**src/rtl/dlr_pkg.sv**
```systemverilog
// dotted line rasterizer package: default sizes, request codes and the
// command and status structs between controller and datapath
// no dependencies

package dlr_pkg;

   localparam int COORD_WIDTH_DEF = 16;
   localparam int PERIOD_WIDTH    = 8;
   localparam int COLOR_WIDTH     = 8;

   // request kinds carried on req_tuser
   localparam logic REQ_LOAD    = 1'b0;
   localparam logic REQ_ADVANCE = 1'b1;

   typedef struct packed {
      logic load;      // latch endpoints, period and colors
      logic calc_span; // absolute spans and step directions
      logic calc_init; // major axis, error start, divider setup
      logic div_step;  // one bit of the start residue division
      logic fix_res;   // turn remainder into residue of signed coordinate
      logic emit;      // emit current pixel and step
   } cmd_type;

   typedef struct packed {
      logic div_done;  // this divider step is the last one
      logic at_end;    // current point equals the end point
      logic slot_free; // output register can take a word this cycle
   } stat_type;

endpackage

```
**src/rtl/dlr_ctrl.sv**
```systemverilog
// dotted line rasterizer controller: sequences line setup, the start
// residue division and pixel stepping; uses dlr_pkg

module dlr_ctrl (
   input  logic              clock,
   input  logic              reset,
   input  logic              req_tvalid,
   input  logic              req_kind,
   output logic              req_tready,
   input  dlr_pkg::stat_type stat,
   output dlr_pkg::cmd_type  cmd
);

   typedef enum logic [5:0] {
      ST_IDLE  = 6'b000001,
      ST_SPAN  = 6'b000010,
      ST_INIT  = 6'b000100,
      ST_DIV   = 6'b001000,
      ST_FIX   = 6'b010000,
      ST_RUN   = 6'b100000
   } state_type;

   state_type state_ff, state_in;

   always_comb begin
      state_in   = state_ff;
      req_tready = 1'b0;
      cmd        = '0;
      case (state_ff)
         ST_IDLE: begin
            // an advance while idle is taken and dropped
            req_tready = 1'b1;
            if (req_tvalid && req_kind == dlr_pkg::REQ_LOAD) begin
               cmd.load = 1'b1;
               state_in = ST_SPAN;
            end
         end
         ST_SPAN: begin
            cmd.calc_span = 1'b1;
            state_in      = ST_INIT;
         end
         ST_INIT: begin
            cmd.calc_init = 1'b1;
            state_in      = ST_DIV;
         end
         ST_DIV: begin
            cmd.div_step = 1'b1;
            if (stat.div_done) begin
               state_in = ST_FIX;
            end
         end
         ST_FIX: begin
            cmd.fix_res = 1'b1;
            state_in    = ST_RUN;
         end
         ST_RUN: begin
            req_tready = stat.slot_free;
            if (req_tvalid && stat.slot_free) begin
               if (req_kind == dlr_pkg::REQ_LOAD) begin
                  cmd.load = 1'b1;
                  state_in = ST_SPAN;
               end else begin
                  cmd.emit = 1'b1;
                  if (stat.at_end) begin
                     state_in = ST_IDLE;
                  end
               end
            end
         end
         default: begin
            state_in = ST_IDLE;
         end
      endcase
   end

   always_ff @(posedge clock) begin
      if (reset) begin
         state_ff <= ST_IDLE;
      end else begin
         state_ff <= state_in;
      end
   end

endmodule

```
**src/rtl/dlr_dp.sv**
```systemverilog
// dotted line rasterizer datapath: line registers, bresenham step,
// bit-serial start residue divider, dot residue counter and output word
// uses dlr_pkg, driven by dlr_ctrl

module dlr_dp #(
   parameter int COORD_WIDTH = dlr_pkg::COORD_WIDTH_DEF
) (
   input  logic                                 clock,
   input  logic                                 reset,
   input  dlr_pkg::cmd_type                     cmd,
   output dlr_pkg::stat_type                    stat,
   input  logic signed [COORD_WIDTH-1:0]        start_x,
   input  logic signed [COORD_WIDTH-1:0]        start_y,
   input  logic signed [COORD_WIDTH-1:0]        end_x,
   input  logic signed [COORD_WIDTH-1:0]        end_y,
   input  logic [dlr_pkg::PERIOD_WIDTH-1:0]     dot_period,
   input  logic [dlr_pkg::COLOR_WIDTH-1:0]      on_color,
   input  logic [dlr_pkg::COLOR_WIDTH-1:0]      off_color,
   input  logic                                 rsp_ready,
   output logic                                 rsp_valid,
   output logic signed [COORD_WIDTH-1:0]        pixel_x,
   output logic signed [COORD_WIDTH-1:0]        pixel_y,
   output logic [dlr_pkg::COLOR_WIDTH-1:0]      pixel_color,
   output logic                                 last
);

   localparam int W   = COORD_WIDTH;
   localparam int EW  = COORD_WIDTH + 2;
   localparam int PW  = dlr_pkg::PERIOD_WIDTH;
   localparam int CW  = dlr_pkg::COLOR_WIDTH;
   localparam int CNT = $clog2(COORD_WIDTH);

   logic signed [W-1:0]  cur_x_ff, cur_x_in, cur_y_ff, cur_y_in;
   logic signed [W-1:0]  goal_x_ff, goal_x_in, goal_y_ff, goal_y_in;
   logic [W:0]           span_x_ff, span_x_in, span_y_ff, span_y_in;
   logic                 down_x_ff, down_x_in, down_y_ff, down_y_in;
   logic                 x_major_ff, x_major_in;
   logic signed [EW-1:0] err_ff, err_in;
   logic [PW-1:0]        period_ff, period_in;
   logic [CW-1:0]        dot_color_ff, dot_color_in, gap_color_ff, gap_color_in;
   logic [W-1:0]         quo_ff, quo_in;
   logic [PW-1:0]        rem_ff, rem_in;
   logic [CNT-1:0]       cnt_ff, cnt_in;
   logic                 neg_ff, neg_in;
   logic [PW-1:0]        residue_ff, residue_in;
   logic                 rsp_valid_ff, rsp_valid_in;
   logic signed [W-1:0]  pix_x_ff, pix_x_in, pix_y_ff, pix_y_in;
   logic [CW-1:0]        pix_color_ff, pix_color_in;
   logic                 last_ff, last_in;

   logic signed [W:0]    dx, dy;
   logic                 major_x_sel;
   logic signed [W-1:0]  major_start;
   logic [W-1:0]         major_mag;
   logic [PW:0]          trial;
   logic signed [EW-1:0] span_x_ext, span_y_ext;
   logic                 step_x, step_y, at_end, major_steps, major_down;

   assign dx = {goal_x_ff[W-1], goal_x_ff} - {cur_x_ff[W-1], cur_x_ff};
   assign dy = {goal_y_ff[W-1], goal_y_ff} - {cur_y_ff[W-1], cur_y_ff};

   assign major_x_sel = span_x_ff > span_y_ff;
   assign major_start = major_x_sel ? cur_x_ff : cur_y_ff;
   assign major_mag   = major_start[W-1] ? (~major_start + 1'b1) : major_start;

   // restoring division, one quotient bit per cycle
   assign trial = {rem_ff, quo_ff[W-1]};

   assign span_x_ext = {1'b0, span_x_ff};
   assign span_y_ext = {1'b0, span_y_ff};
   assign step_x     = err_ff > -span_x_ext;
   assign step_y     = err_ff < span_y_ext;
   assign at_end     = (cur_x_ff == goal_x_ff) && (cur_y_ff == goal_y_ff);
   assign major_steps = x_major_ff ? step_x : step_y;
   assign major_down  = x_major_ff ? down_x_ff : down_y_ff;

   always_comb begin
      cur_x_in     = cur_x_ff;
      cur_y_in     = cur_y_ff;
      goal_x_in    = goal_x_ff;
      goal_y_in    = goal_y_ff;
      span_x_in    = span_x_ff;
      span_y_in    = span_y_ff;
      down_x_in    = down_x_ff;
      down_y_in    = down_y_ff;
      x_major_in   = x_major_ff;
      err_in       = err_ff;
      period_in    = period_ff;
      dot_color_in = dot_color_ff;
      gap_color_in = gap_color_ff;
      quo_in       = quo_ff;
      rem_in       = rem_ff;
      cnt_in       = cnt_ff;
      neg_in       = neg_ff;
      residue_in   = residue_ff;
      rsp_valid_in = rsp_valid_ff && !rsp_ready;
      pix_x_in     = pix_x_ff;
      pix_y_in     = pix_y_ff;
      pix_color_in = pix_color_ff;
      last_in      = last_ff;

      if (cmd.load) begin
         cur_x_in     = start_x;
         cur_y_in     = start_y;
         goal_x_in    = end_x;
         goal_y_in    = end_y;
         period_in    = (dot_period == '0) ? PW'(1) : dot_period;
         dot_color_in = on_color;
         gap_color_in = off_color;
      end

      if (cmd.calc_span) begin
         span_x_in = dx[W] ? (W + 1)'(-dx) : (W + 1)'(dx);
         span_y_in = dy[W] ? (W + 1)'(-dy) : (W + 1)'(dy);
         down_x_in = dx[W] || (dx == '0);
         down_y_in = dy[W] || (dy == '0);
      end

      if (cmd.calc_init) begin
         x_major_in = major_x_sel;
         err_in     = major_x_sel ? $signed({2'b00, span_x_ff[W:1]})
                                  : -$signed({2'b00, span_y_ff[W:1]});
         quo_in     = major_mag;
         neg_in     = major_start[W-1];
         rem_in     = '0;
         cnt_in     = '0;
      end

      if (cmd.div_step) begin
         if (trial >= {1'b0, period_ff}) begin
            rem_in = PW'(trial - {1'b0, period_ff});
         end else begin
            rem_in = trial[PW-1:0];
         end
         quo_in = {quo_ff[W-2:0], 1'b0};
         cnt_in = cnt_ff + 1'b1;
      end

      if (cmd.fix_res) begin
         // residue of the signed coordinate, always in 0 .. period-1
         residue_in = (neg_ff && rem_ff != '0) ? (period_ff - rem_ff) : rem_ff;
      end

      if (cmd.emit) begin
         rsp_valid_in = 1'b1;
         pix_x_in     = cur_x_ff;
         pix_y_in     = cur_y_ff;
         pix_color_in = (residue_ff == '0) ? dot_color_ff : gap_color_ff;
         last_in      = at_end;
         if (!at_end) begin
            err_in = err_ff - (step_x ? span_y_ext : EW'(0))
                            + (step_y ? span_x_ext : EW'(0));
            if (step_x) begin
               cur_x_in = cur_x_ff + (down_x_ff ? {W{1'b1}} : W'(1));
            end
            if (step_y) begin
               cur_y_in = cur_y_ff + (down_y_ff ? {W{1'b1}} : W'(1));
            end
            if (major_steps) begin
               if (major_down) begin
                  residue_in = (residue_ff == '0) ? (period_ff - 1'b1)
                                                  : (residue_ff - 1'b1);
               end else begin
                  residue_in = (residue_ff == period_ff - 1'b1) ? PW'(0)
                                                                : (residue_ff + 1'b1);
               end
            end
         end
      end
   end

   always_ff @(posedge clock) begin
      if (reset) begin
         rsp_valid_ff <= 1'b0;
         period_ff    <= PW'(1);
      end else begin
         rsp_valid_ff <= rsp_valid_in;
         period_ff    <= period_in;
      end
   end

   always_ff @(posedge clock) begin
      cur_x_ff     <= cur_x_in;
      cur_y_ff     <= cur_y_in;
      goal_x_ff    <= goal_x_in;
      goal_y_ff    <= goal_y_in;
      span_x_ff    <= span_x_in;
      span_y_ff    <= span_y_in;
      down_x_ff    <= down_x_in;
      down_y_ff    <= down_y_in;
      x_major_ff   <= x_major_in;
      err_ff       <= err_in;
      dot_color_ff <= dot_color_in;
      gap_color_ff <= gap_color_in;
      quo_ff       <= quo_in;
      rem_ff       <= rem_in;
      cnt_ff       <= cnt_in;
      neg_ff       <= neg_in;
      residue_ff   <= residue_in;
      pix_x_ff     <= pix_x_in;
      pix_y_ff     <= pix_y_in;
      pix_color_ff <= pix_color_in;
      last_ff      <= last_in;
   end

   assign stat.div_done  = cnt_ff == CNT'(W - 1);
   assign stat.at_end    = at_end;
   assign stat.slot_free = !rsp_valid_ff || rsp_ready;

   assign rsp_valid   = rsp_valid_ff;
   assign pixel_x     = pix_x_ff;
   assign pixel_y     = pix_y_ff;
   assign pixel_color = pix_color_ff;
   assign last        = last_ff;

endmodule

```
**src/rtl/dotted_line_rasterizer.sv**
```systemverilog
// dotted line rasterizer top level: stream ports, controller and datapath
// uses dlr_pkg, dlr_ctrl, dlr_dp

// An all-octant Bresenham line generator with a dotted color pattern. A load
// word (req_tuser = 0) latches start and end points, dot period and two colors
// and gives no output; each advance word (req_tuser = 1) then gives one pixel,
// start to end inclusive, with rsp_tlast on the end point. A pixel gets
// on_color when its major-axis coordinate is a multiple of the period (0 acts
// as 1). An advance with no line running is taken and dropped; a load during a
// line drops the running line. Advances run at one pixel per clock while the
// output is taken. A load keeps the input stalled after it is taken while the
// line is set up (span, setup, one divider step per coordinate bit for the
// start residue, fixup).

module dotted_line_rasterizer #(
   parameter int COORD_WIDTH = dlr_pkg::COORD_WIDTH_DEF
) (
   input  logic clock,
   input  logic reset,
   input  logic req_tvalid,
   output logic req_tready,
   // start_x, start_y, end_x, end_y, dot_period, on_color, off_color, zero pad
   input  logic [((4 * COORD_WIDTH + 3 * dlr_pkg::COLOR_WIDTH + 7) / 8) * 8 - 1:0]
                req_tdata,
   // req_type
   input  logic req_tuser,
   output logic rsp_tvalid,
   input  logic rsp_tready,
   // pixel_x, pixel_y, pixel_color, zero pad
   output logic [((2 * COORD_WIDTH + dlr_pkg::COLOR_WIDTH + 7) / 8) * 8 - 1:0]
                rsp_tdata,
   output logic rsp_tlast
);

   localparam int W       = COORD_WIDTH;
   localparam int PW      = dlr_pkg::PERIOD_WIDTH;
   localparam int CW      = dlr_pkg::COLOR_WIDTH;
   localparam int RSP_W   = ((2 * COORD_WIDTH + dlr_pkg::COLOR_WIDTH + 7) / 8) * 8;
   localparam int P_LO    = 4 * W;
   localparam int ON_LO   = 4 * W + PW;
   localparam int OFF_LO  = 4 * W + PW + CW;

   dlr_pkg::cmd_type  cmd;
   dlr_pkg::stat_type stat;

   logic signed [W-1:0] pixel_x, pixel_y;
   logic [CW-1:0]       pixel_color;

   dlr_ctrl u_ctrl (
      .clock      (clock),
      .reset      (reset),
      .req_tvalid (req_tvalid),
      .req_kind   (req_tuser),
      .req_tready (req_tready),
      .stat       (stat),
      .cmd        (cmd)
   );

   dlr_dp #(
      .COORD_WIDTH (COORD_WIDTH)
   ) u_dp (
      .clock       (clock),
      .reset       (reset),
      .cmd         (cmd),
      .stat        (stat),
      .start_x     (req_tdata[W-1:0]),
      .start_y     (req_tdata[2*W-1:W]),
      .end_x       (req_tdata[3*W-1:2*W]),
      .end_y       (req_tdata[4*W-1:3*W]),
      .dot_period  (req_tdata[P_LO+PW-1:P_LO]),
      .on_color    (req_tdata[ON_LO+CW-1:ON_LO]),
      .off_color   (req_tdata[OFF_LO+CW-1:OFF_LO]),
      .rsp_ready   (rsp_tready),
      .rsp_valid   (rsp_tvalid),
      .pixel_x     (pixel_x),
      .pixel_y     (pixel_y),
      .pixel_color (pixel_color),
      .last        (rsp_tlast)
   );

   assign rsp_tdata = RSP_W'({pixel_color, pixel_y, pixel_x});

`ifndef SYNTHESIS
   // setup phase holds off the input after a load
   a_load_stalls: assert property (@(posedge clock) disable iff (reset)
      (req_tvalid && req_tready && req_tuser == dlr_pkg::REQ_LOAD) |=> !req_tready)
      else $error("input not stalled after load");

   // a pixel is only produced when the output register can take it
   a_emit_slot: assert property (@(posedge clock) disable iff (reset)
      cmd.emit |-> (!rsp_tvalid || rsp_tready))
      else $error("pixel produced over a pending word");

   // after the end point the block is idle and takes input again
   a_end_idle: assert property (@(posedge clock) disable iff (reset)
      (cmd.emit && stat.at_end) |=> req_tready)
      else $error("not idle after end point");

   // only one controller command at a time
   a_one_cmd: assert property (@(posedge clock) disable iff (reset)
      $onehot0(cmd))
      else $error("overlapping datapath commands");
`endif

endmodule
```
**config.mk**
```make
export PLATFORM = sky130hd
export DESIGN_NAME = dotted_line_rasterizer
export DESIGN_NICKNAME = d
export VERILOG_FILES = /design/src/rtl/dlr_pkg.sv /design/src/rtl/dlr_ctrl.sv /design/src/rtl/dlr_dp.sv /design/src/rtl/dotted_line_rasterizer.sv
export SDC_FILE = /design/constraint.sdc
export NUM_CORES = 1
export LEC_CHECK = 0
export BUFFER_PORTS_ARGS = -buffer_cell sky130_fd_sc_hd__buf_2
export CAP_MARGIN = 15
export CORE_MARGIN = 3
export CORE_UTILIZATION = 50
export CTS_CLUSTER_DIAMETER = 120
export CTS_CLUSTER_SIZE = 30
export DETAILED_ROUTE_END_ITERATION = 8
export PLACE_DENSITY = 0.7
export RECOVER_POWER = 50
export SYNTH_ARGS = -nofsm -noshare
export SYNTH_HDL_FRONTEND = slang
export SYNTH_HIERARCHICAL = 1
export SYNTH_SLANG_ARGS = --single-unit
```
**constraint.sdc**
```tcl
create_clock -name clock -period 17.3 [get_ports clock]
set_clock_uncertainty 0.1 [all_clocks]
set_input_delay 0 -clock clock [delete_from_list [all_inputs] [get_ports clock]]
set_output_delay 0 -clock clock [all_outputs]
set_load 0.005 [all_outputs]
```
# == Yosys cells after proc, flatten, opt, wreduce, memory -nomap -nowiden ==
# Index checks and enable logic that the tools add are counted.
# totals
regBits,228
in_bits,93
output_inout_bits,43
wordCells,139
# op_classes
n_addsub,17
order_cmp,4
eq_ne,14
mux,58
n_bitwise,2
reduce_logical,17
# op_table
cell,n
two-way mux 16 bit,16
two-way mux 8 bit,13
two-way mux 18 bit,4
one-hot mux 6 bit (6 select lines),1
zero test 17 bit,2
two-way mux 17 bit,2
negation 17 bit,2
subtractor 16 x 16 -> 17 bit,2
adder 16 bit,2
== test 16 bit,2
two-way mux 6 bit,5
adder 18 bit,1
> comparator 18 bit,1
less-than comparator 18 bit,1
negation 16 -> 18 bit,1
negation 17 -> 18 bit,1
subtractor 18 bit,1
> comparator 17 bit,1
"adder 16 x 1 -> 16 bit, second input constant",1
zero test 8 bit,2
NOT 16 bit,1
"subtractor 8 x 1 -> 8 bit, second input constant",2
subtractor 8 bit,2
two-way mux 1 bit,13
other kinds (23),33

# == Depth between registers and ports, before layout ==
# Gate-level depths: netlist of run 1.
# depth
word_depth,9
mapped_depth,28
mapped_depth_nobuf,26

# == Cells and area by module ==
# Netlist of run 1, hierarchy kept.
# modules_own_cells
mod,instances,cells_per_inst,area_each_um2
dlr_dp,1,1794,16681.0
dlr_ctrl,1,49,389.1

# == Least setup slack after synthesis of run 1 ==
# Ideal clock, no wire load.
# synth_path
kind,reg-to-reg
startpoint,register u_dp.span_x_ff[3]
endpoint,register u_dp.err_ff[17]
setup_time_ns,0.132
t_arrival_ns,5.412
path_slack_ns,11.656
stages_incl_launch_ff,25
period_less_slack_ns,5.644
cell_sequence,edfxtp_1 -> or4_1 -> nor2_1 -> nand2_1 -> nor3_1 -> xor2_1 -> ha_1 -> nand4_1 -> o21ba_2 -> o41ai_1 -> a21oi_1 -> clkbuf_1 -> and2_1 -> fa_1 -> inv_1 -> ha_1 -> a21oi_1 -> o211ai_1 -> o211ai_2 -> a21oi_2 -> o311a_4 -> or4_4 -> a31oi_4 -> xnor2_1 -> a21oi_1
# synth_via
elab_chain_len,7
word_cells_on_any_way,11
cone_classes,3 x add/sub; 2 x order compare; 6 x mux
# synth_rtl
item,line,rtl
from (decl),dlr_dp.sv:35,"logic [W:0] span_x_ff, span_x_in, span_y_ff, span_y_in;"
from (signal assigned),dlr_dp.sv:187,span_x_ff <= span_x_in;
negation 17 -> 18 bit,dlr_dp.sv:71,assign step_x = err_ff > -span_x_ext;
> comparator 18 bit,dlr_dp.sv:71,
two-way mux 17 bit,dlr_dp.sv:151,err_in = err_ff - (step_x ? span_y_ext : EW'(0))
subtractor 18 bit,dlr_dp.sv:151,
adder 18 bit,dlr_dp.sv:152,+ (step_y ? span_x_ext : EW'(0));
two-way mux 18 bit,dlr_dp.sv:150,if (!at_end) begin
two-way mux 18 bit (*),dlr_dp.sv:144,if (cmd.emit) begin
named net u_dp.err_in[17],dlr_dp.sv:38,"logic signed [EW-1:0] err_ff, err_in;"
to (signal assigned),dlr_dp.sv:192,err_ff <= err_in;
to (decl),dlr_dp.sv:38,
# Mark *: on every way through the listed nets, which the timed path passes. The rest lies on a longest branch.
# A chain may end at the register's enable or synchronous reset.

# == Worst setup path after layout of run 1 ==
# Ends and elaborated chain as after synthesis.

==> reports/qor.yml, run 1 <==
outcome: "finished with violations"
violations_in_the_final_reports: "capacitance limit, slew limit"
design.die.area_mm2: 0.0364
critPathTopFamily: "compound AO/OA/AOI/OAI gates"
clock_period_minus_final_worst_setup_slack_ns: 6.25
max_slew_violation_count: 130
final.hold.worst_slack_ns: 0.0980
final.fill_count: 2927
floorplan.core_area_mm2: 0.0336
drt-pass1-iter-count: 6
max-slew-margin-rel_pct: -81.6
cts_tree: "yes"
min_period_over_period_pct: 36.1
ys_dominant_reg_cell: "sky130_fd_sc_hd__edfxtp_1"
leakagePower_nw: 7.98
pin_count_of_the_biggest_net_entering_global_routing: 50
clock_latency_on_the_worst_skew_pair_ns: 0.50
routabilityCongestion: 0.939
placed_cell_area_mm2: 0.0182
detail_route.wl_per_cell_um: 17.8
first_global_vias: 13900
gr-total-overflow: 0
hold_violations: 0
cts_root_buffer: "sky130_fd_sc_hd__clkbuf_16"
post_syn_area_mm2: 0.0171
clk_path_buf_depth: 3
cts_sinks: 228
synth-seq-cells: 228
ir_drop_mv: 0.0949
layout.nets: 2326
cts.clk_slew.worst_paths_ns: 0.11
post_cts_hold_buffers: 102
finalSetupViolations: 0
unique_masters_post_synth: 91
detailroute.via_count: 14100
area_delta_synth_final_pct: 14.4
pin_count: 136
synth_area_per_cell_um2: 9.26
die_height_um: 191
min_path_type: "in2reg"
total_clock_buffers_created_by_cts: 12
rsz_0062_raised_after_global_routing: "no"
synth_top_cells_by_area: "sky130_fd_sc_hd__edfxtp_1 27%, sky130_fd_sc_hd__ha_1 11%, sky130_fd_sc_hd__dfxtp_1 8.7%, sky130_fd_sc_hd__xnor2_1 5.4%, sky130_fd_sc_hd__inv_1 3.6%"
die_width_um: 191
detail_placement_hpwl_um: 33700
synth_enable_flop_cells: 154
layout_common_cells: "165 x sky130_fd_sc_hd__inv_1, 156 x sky130_fd_sc_hd__ha_1, 154 x sky130_fd_sc_hd__edfxtp_1"
max_cap_viol_count: 4
max_freq_ghz: 0.160
detail-route-antenna-nets: 0
final_common_cell: "sky130_fd_sc_hd__inv_1"
synthesis.yosys.warnings: 6
worstMarginPinSlew_ns: 2.72
h-tree-depth: 1
syn_nets: 2115
io_buffers: 135
totalNegativeSetupSlack_ns: 0
cts_resized: 0
critPathKind: "reg2reg"
timing.critical_path.cells: "or4_1, nor2_1, nand3_1, xnor2_1, ha_1, a21o_1, a21o_1, a21oi_1, o2111a_1, a21oi_1, buf_4, and2_1, fa_1, inv_1, ha_1, a21oi_1, o211ai_1, o211ai_2, a21oi_2, o311a_4, or4_4, a31oi_4, xnor2_1, a21oi_1"
drt_iter0_drc: 1055
critPathMostFrequentCell: "sky130_fd_sc_hd__a21oi_1"
worstPathMaxFanout: 20
number_of_cells_produced_by_synthesis: 1843
crit_arrival_ns: 6.53
routed_via_density: 5.63
routed_wirelength_um: 44700
synth_seq_area_share_pct: 35.8
grt_antenna_before_repair: 0
global_route.usage.total_pct: 24.3
drive_above_1_share_pct: 8.74
startpoint_type: "register"
power-per-cell-area_mw_per_mm2: 130
async_flop_share_pct: 0
post-route-drc-count: 0
post-cts-setup-buffers: 0
antenna_cells_inserted: 0
worstSetupEndpointType: "register"
critical_path_buf_inv_count: 2
yosys.area.top_type: "sky130_fd_sc_hd__edfxtp_1"
finalInstanceArea_mm2: 0.0195
initial_utilization_pct: 50.8
cp.required_ns: 17.58
slowest_delay_ns: 0.56
num_rows: 67
grt_pass1_wl_um: 71800
critical-path-slowest-cell: "sky130_fd_sc_hd__or4_1"
netlist.area_leader.share_pct: 27.1
==> registers in the layout (all words and copies together) (netlist names), 16 cells and up <==
name	flops
u_dp/pixel_y	16
u_dp/goal_x_ff	16
u_dp/span_x_ff	17
u_dp/goal_y_ff	16
u_dp/quo_ff	16
u_dp/cur_y_ff	16
u_dp/span_y_ff	17
u_dp/err_ff	18
u_dp/pixel_x	16
u_dp/cur_x_ff	16
==> final cells by class <==
type	instances	area, µm²	area share (%)
Clock buffer	14	329	1.69
Clock inverter	6	76.3	0.391
Inverter	169	634	3.25
Multi-Input combinational cell	1393	10100	51.6
Sequential cell	228	6110	31.3
Tap cell	448	561	2.87
Timing Repair Buffer	250	1740	8.90
==> path summary, 6_finish.rpt <==
| check | startpoint | endpoint | slack (ns) | depth (start not counted) |
|---|---|---|---|---|
| max | u_dp/span_x_ff[3]$_DFFE_PP_ | u_dp/err_ff[17]$_DFF_P_ | 11.05 | 24 |
| min | req_tdata[61] | u_dp/goal_y_ff[13]$_DFFE_PP_ | 0.1 | 2 |
| max reg2reg | u_dp/span_x_ff[3]$_DFFE_PP_ | u_dp/err_ff[17]$_DFF_P_ | 11.05 | 24 |
| min reg2reg | u_dp/quo_ff[0]$_SDFFE_PP0P_ | u_dp/quo_ff[0]$_SDFFE_PP0P_ | 0.42 | 2 |
==> cell usage after synthesis (12+ instances only) <==
cell type and n:
sky130_fd_sc_hd__inv_1 165, sky130_fd_sc_hd__ha_1 156, sky130_fd_sc_hd__edfxtp_1 154, sky130_fd_sc_hd__nor2_1 148, sky130_fd_sc_hd__nand2_1 141, sky130_fd_sc_hd__a21oi_1 118
sky130_fd_sc_hd__xnor2_1 106, sky130_fd_sc_hd__o21ai_0 83, sky130_fd_sc_hd__dfxtp_1 74, sky130_fd_sc_hd__mux2i_1 59, sky130_fd_sc_hd__xor2_1 59, sky130_fd_sc_hd__nor3_1 43
sky130_fd_sc_hd__o21ai_1 37, sky130_fd_sc_hd__nand3_1 35, sky130_fd_sc_hd__clkbuf_1 33, sky130_fd_sc_hd__and2_1 31, sky130_fd_sc_hd__a21o_1 28, sky130_fd_sc_hd__nor2b_1 26
sky130_fd_sc_hd__fa_1 23, sky130_fd_sc_hd__nand2b_1 23, sky130_fd_sc_hd__nand4_1 22, sky130_fd_sc_hd__a31oi_1 21, sky130_fd_sc_hd__and3_1 19, sky130_fd_sc_hd__nor4_1 18
sky130_fd_sc_hd__a211oi_1 16, sky130_fd_sc_hd__o211ai_1 16, sky130_fd_sc_hd__buf_2 13, sky130_fd_sc_hd__mux2_2 12
==> metrics by stage <==
stage               worst slack [ns]  util, %  cells  power [mW]
CTS                            11.06     58.3   2508        2.54
global route                   10.63     58.1   2508        2.75
global placement               11.21     54.1   2386        2.14
detailed placement             11.08     54.1   2386        2.17
finish                         11.05     58.1   2508        2.55
floorplan                      11.66        -   1843        1.84
==> report_power, final <==
part / leakage [nW] / switching (mW) / internal, mW
sequential: 2.00 / 0.105 / 0.694
combinational: 5.78 / 0.809 / 0.591
clock: 0.198 / 0.190 / 0.158
total: 7.98 / 1.10 / 1.44
==> metal layers <==
layer | track usage, % | vias to the layer above | share of wire, %
li1 | - | 6999 | -
met1 | 33.0 | 6651 | 45
met2 | 41.1 | 415 | 47
met3 | 2.37 | 63 | 4.7
met4 | 7.71 | 0 | 3.5
met5 | 0 | - | 0
==> kinds of logic after synthesis <==
family	Yosys count	synth area share [%]
buffers and inverters	222	5.13
AO/OA/AOI/OAI	419	15.9
AND/OR/NAND/NOR	557	16.2
multiplexers	73	4.45
XOR/XNOR	165	8.47
flip-flops	228	35.8
adder cells (fa/ha/maj)	179	14.1
No activity file was read; power rests on OpenSTA's default activity.
==> inputs of run 2 (changes only) <==
--- a/config.mk
+++ b/config.mk
@@ -5,6 +5,7 @@
 export SDC_FILE = /design/constraint.sdc
 export NUM_CORES = 1
 export LEC_CHECK = 0
+export ABC_AREA = 1
 export BUFFER_PORTS_ARGS = -buffer_cell sky130_fd_sc_hd__buf_2
 export CAP_MARGIN = 15
 export CORE_MARGIN = 3
@@ -12,7 +13,7 @@
 export CTS_CLUSTER_DIAMETER = 120
 export CTS_CLUSTER_SIZE = 30
 export DETAILED_ROUTE_END_ITERATION = 8
-export PLACE_DENSITY = 0.7
+export PLACE_DENSITY = 0.73
 export RECOVER_POWER = 50
 export SYNTH_ARGS = -nofsm -noshare
 export SYNTH_HDL_FRONTEND = slang
==> constraint.sdc (replaced) <==
create_clock -name clock -period 5.3 [get_ports clock]
set_clock_uncertainty 0.1 [all_clocks]
set_input_delay 0 -clock clock [delete_from_list [all_inputs] [get_ports clock]]
set_output_delay 0 -clock clock [all_outputs]
set_load 0.005 [all_outputs]
==> run 2 against run 1 <==
  * The flow finishes with violations (capacitance limit, slew limit, setup timing)
  * Utilization is 2.6 points higher
  * Global-route usage increased by 1.2 points
  * Critical path depth rose by 10
  * Die area is 2.6% higher
==> reports/qor.yml, run 2 <==
utilization_pct: 60.7
grt_antenna_before_repair: 0
critPathTopFamily: "simple AND/OR/NAND/NOR gates"
startpoint_type: "register"
worstMarginPinSlew_ns: 2.76
post-route-drc-count: 0
max_freq_ghz: 0.188
pin_count_of_the_biggest_net_entering_global_routing: 72
total_clock_buffers_created_by_cts: 12
drt_iter0_drc: 1299
worst_r2r_startpoint: "u_dp/span_x_ff[1]$_DFFE_PP_"
synth-seq-cells: 228
yosys.area.top_type: "sky130_fd_sc_hd__edfxtp_1"
area.sequential_mm2: 0.00611
max_slew_violation_count: 79
design.die.area_mm2: 0.0373
ys_dominant_reg_cell: "sky130_fd_sc_hd__edfxtp_1"
synth_area_per_cell_um2: 7.81
reg_top3: "u_dp/err_ff (18), u_dp/span_x_ff (17), u_dp/span_y_ff (17)"
yosys.cell_count.top_type: "sky130_fd_sc_hd__nand2_1"
slowest_delay_ns: 0.44
critical-path-slowest-cell: "sky130_fd_sc_hd__edfxtp_1"
layoutNonFillerInstCount: 2958
drt-pass1-iter-count: 5
ir_drop_mv: 0.419
synthesis.yosys.warnings: 6
finalSetupViolations: 1
hold_violations: 0
routabilityCongestion: 0.950
routed_via_density: 5.52
detail_placement_hpwl_um: 37200
routed_wirelength_um: 50000
number_of_cells_produced_by_synthesis: 2245
synth_enable_flop_cells: 154
antenna_cells_inserted: 0
clk_path_buf_depth: 3
max-slew-margin-rel_pct: -84.2
final.fill_count: 2966
min_path_type: "in2reg"
critPathMostFrequentCell: "sky130_fd_sc_hd__nand2_1"
h-tree-depth: 1
crit_arrival_ns: 5.60
die_height_um: 193
syn_nets: 2517
largest_register_ffs: 18
worst_r2r_endpoint: "u_dp/err_ff[12]$_DFF_P_"
endpoint: "u_dp/err_ff[12]$_DFF_P_"
critical_path_buf_inv_count: 5
cts.clk_slew.worst_paths_ns: 0.12
first_global_vias: 15900
pin_count: 136
cp.required_ns: 5.59
global_route.usage.total_pct: 25.5
pre_cts_ws_ns: -0.206
cts_tree: "yes"
num_rows: 67
finalWorstSetupSlack_ns: -0.0163
whs_path_depth: 6
clock_latency_on_the_worst_skew_pair_ns: 0.50
synth.cells.most_frequent: "519 x sky130_fd_sc_hd__nand2_1, 293 x sky130_fd_sc_hd__inv_1, 157 x sky130_fd_sc_hd__nor2_1"
detail-route-antenna-nets: 0
worstPathMaxFanout: 7
floorplan.core_area_mm2: 0.0340
leakagePower_nw: 9.54
critical_path_cell_count: 34
detailroute.via_count: 16300
worstSetupEndpointType: "register"
netlist.area_leader.share_pct: 26.4
max_cap_viol_count: 2
violations_in_the_final_reports: "capacitance limit, slew limit, setup timing"
multiInputGateArea_mm2: 0.0104
final_common_cell: "sky130_fd_sc_hd__nand2_1"
post-place-cells: 2826
unique_masters_post_synth: 65
timing.reg2reg.setup_slack_ns: -0.02
rsz_0062_raised_after_global_routing: "yes"
synth_seq_area_share_pct: 34.8
outcome: "finished with violations"
worst-r2r-cell-count: 34
register_containing_the_most_flip_flops_in_the_final_layout: "u_dp/err_ff"
gr-total-overflow: 0
io_buffers: 135
cp-startpoint: "u_dp/span_x_ff[1]$_DFFE_PP_"
cts_sinks: 228
detail_route.wl_per_cell_um: 16.9
area_delta_synth_final_pct: 17.9
cts_root_buffer: "sky130_fd_sc_hd__clkbuf_16"
clock_period_minus_final_worst_setup_slack_ns: 5.32
initial_utilization_pct: 51.5
layout.nets: 2776
totalNegativeSetupSlack_ns: -0.0163
synth_top_cells_by_area: "sky130_fd_sc_hd__edfxtp_1 26%, sky130_fd_sc_hd__ha_1 11%, sky130_fd_sc_hd__nand2_1 11%, sky130_fd_sc_hd__dfxtp_1 8.5%, sky130_fd_sc_hd__inv_1 6.3%"
async_flop_share_pct: 0
power-per-cell-area_mw_per_mm2: 593
grt_pass1_wl_um: 80000
post_syn_area_mm2: 0.0175
critPathKind: "reg2reg"
min_period_over_period_pct: 100
die_width_um: 193
min-delay-start: "rsp_tready"
drive_above_1_share_pct: 12.6
final.hold.worst_slack_ns: 0.0214
layout_common_cells: "513 x sky130_fd_sc_hd__nand2_1, 289 x sky130_fd_sc_hd__inv_1, 154 x sky130_fd_sc_hd__edfxtp_1"
[run 2: changes by cell type after synthesis, sizes merged, moves of 30 or more]
cell	change
nand3	+77
xor2	+41
nand2	+406
and2	-30
o21ai	+62
inv	+144
mux2i	-60
xnor2	-78
a21oi	+39
[run 2: timing repair]
action,4_1_cts,5_1_grt
setup buffers,1,14
pin swaps,3,35
endpoints found under the setup margin,7,13
hold endpoints to repair,95,0
hold buffers,95,0
resized for setup,11,77
[run 2: cell families after synthesis]
| logic type | synth area share (%) |
|---|---|
| AOI/OAI and AO/OA | 13.4 |
| xor gates and xnor gates | 6.48 |
| adders and majority gates | 13.8 |
| buffers and inverters | 8.05 |
| DFF | 34.8 |
| and+or+nand+nor | 23.5 |
[run 2: how the worst min path moves through the flow]
stage,to,slack (ns)
2_1_floorplan,u_ctrl/state_ff[3]$_SDFFE_PP0P_,-0.03
3_3_place_gp,u_dp/dot_color_ff[4]$_DFFE_PP_,0.08
3_5_place_dp,u_dp/goal_y_ff[1]$_DFFE_PP_,0.08
4_1_cts,u_ctrl/state_ff[1]$_SDFFE_PP0P_,0.03
5_1_grt,u_ctrl/state_ff[1]$_SDFFE_PP0P_,0.06
6_report,u_ctrl/state_ff[1]$_SDFFE_PP0P_,0.02
[run 2: final cells by class]
| cell class | instances | area share (%) |
|---|---|---|
| sequential | 228 | 29.5 |
| inverter | 315 | 5.76 |
| multi-input combinational | 1658 | 50.2 |
| clock buffer | 16 | 1.63 |
| tap | 448 | 2.71 |
| timing repair buffer | 289 | 9.95 |
| clock inverter | 4 | 0.236 |
[run 2: power by group]
group / internal (mW) / switching (mW)
sequential: 2.41 / 0.396
clock: 0.475 / 0.619
combinational: 3.27 / 5.10
[run 2: stage by stage]
step | total power [mW] | instance area, µm²
6_report | 12.3 | 20700
4_1_cts | 11.3 | 20300
2_1_floorplan | 8.14 | 17500
3_5_place_dp | 9.93 | 18900
3_3_place_gp | 9.74 | 18900
5_1_grt | 13.3 | 20700
[run 2: tightest hold or removal path: cells and delay by family]
family        cells  cell delay [ns]
simple gates      4             0.47
buf+inv           2             0.10
[run 2: layer usage]
layer / part of all wire, % / GRT usage, % / vias to the layer above
li1: - / - / 8022
met1: 43 / 33.8 / 7646
met2: 47 / 44.2 / 575
met3: 5.6 / 2.42 / 97
met4: 3.7 / 8.41 / 0
met5: 0 / 0 / -
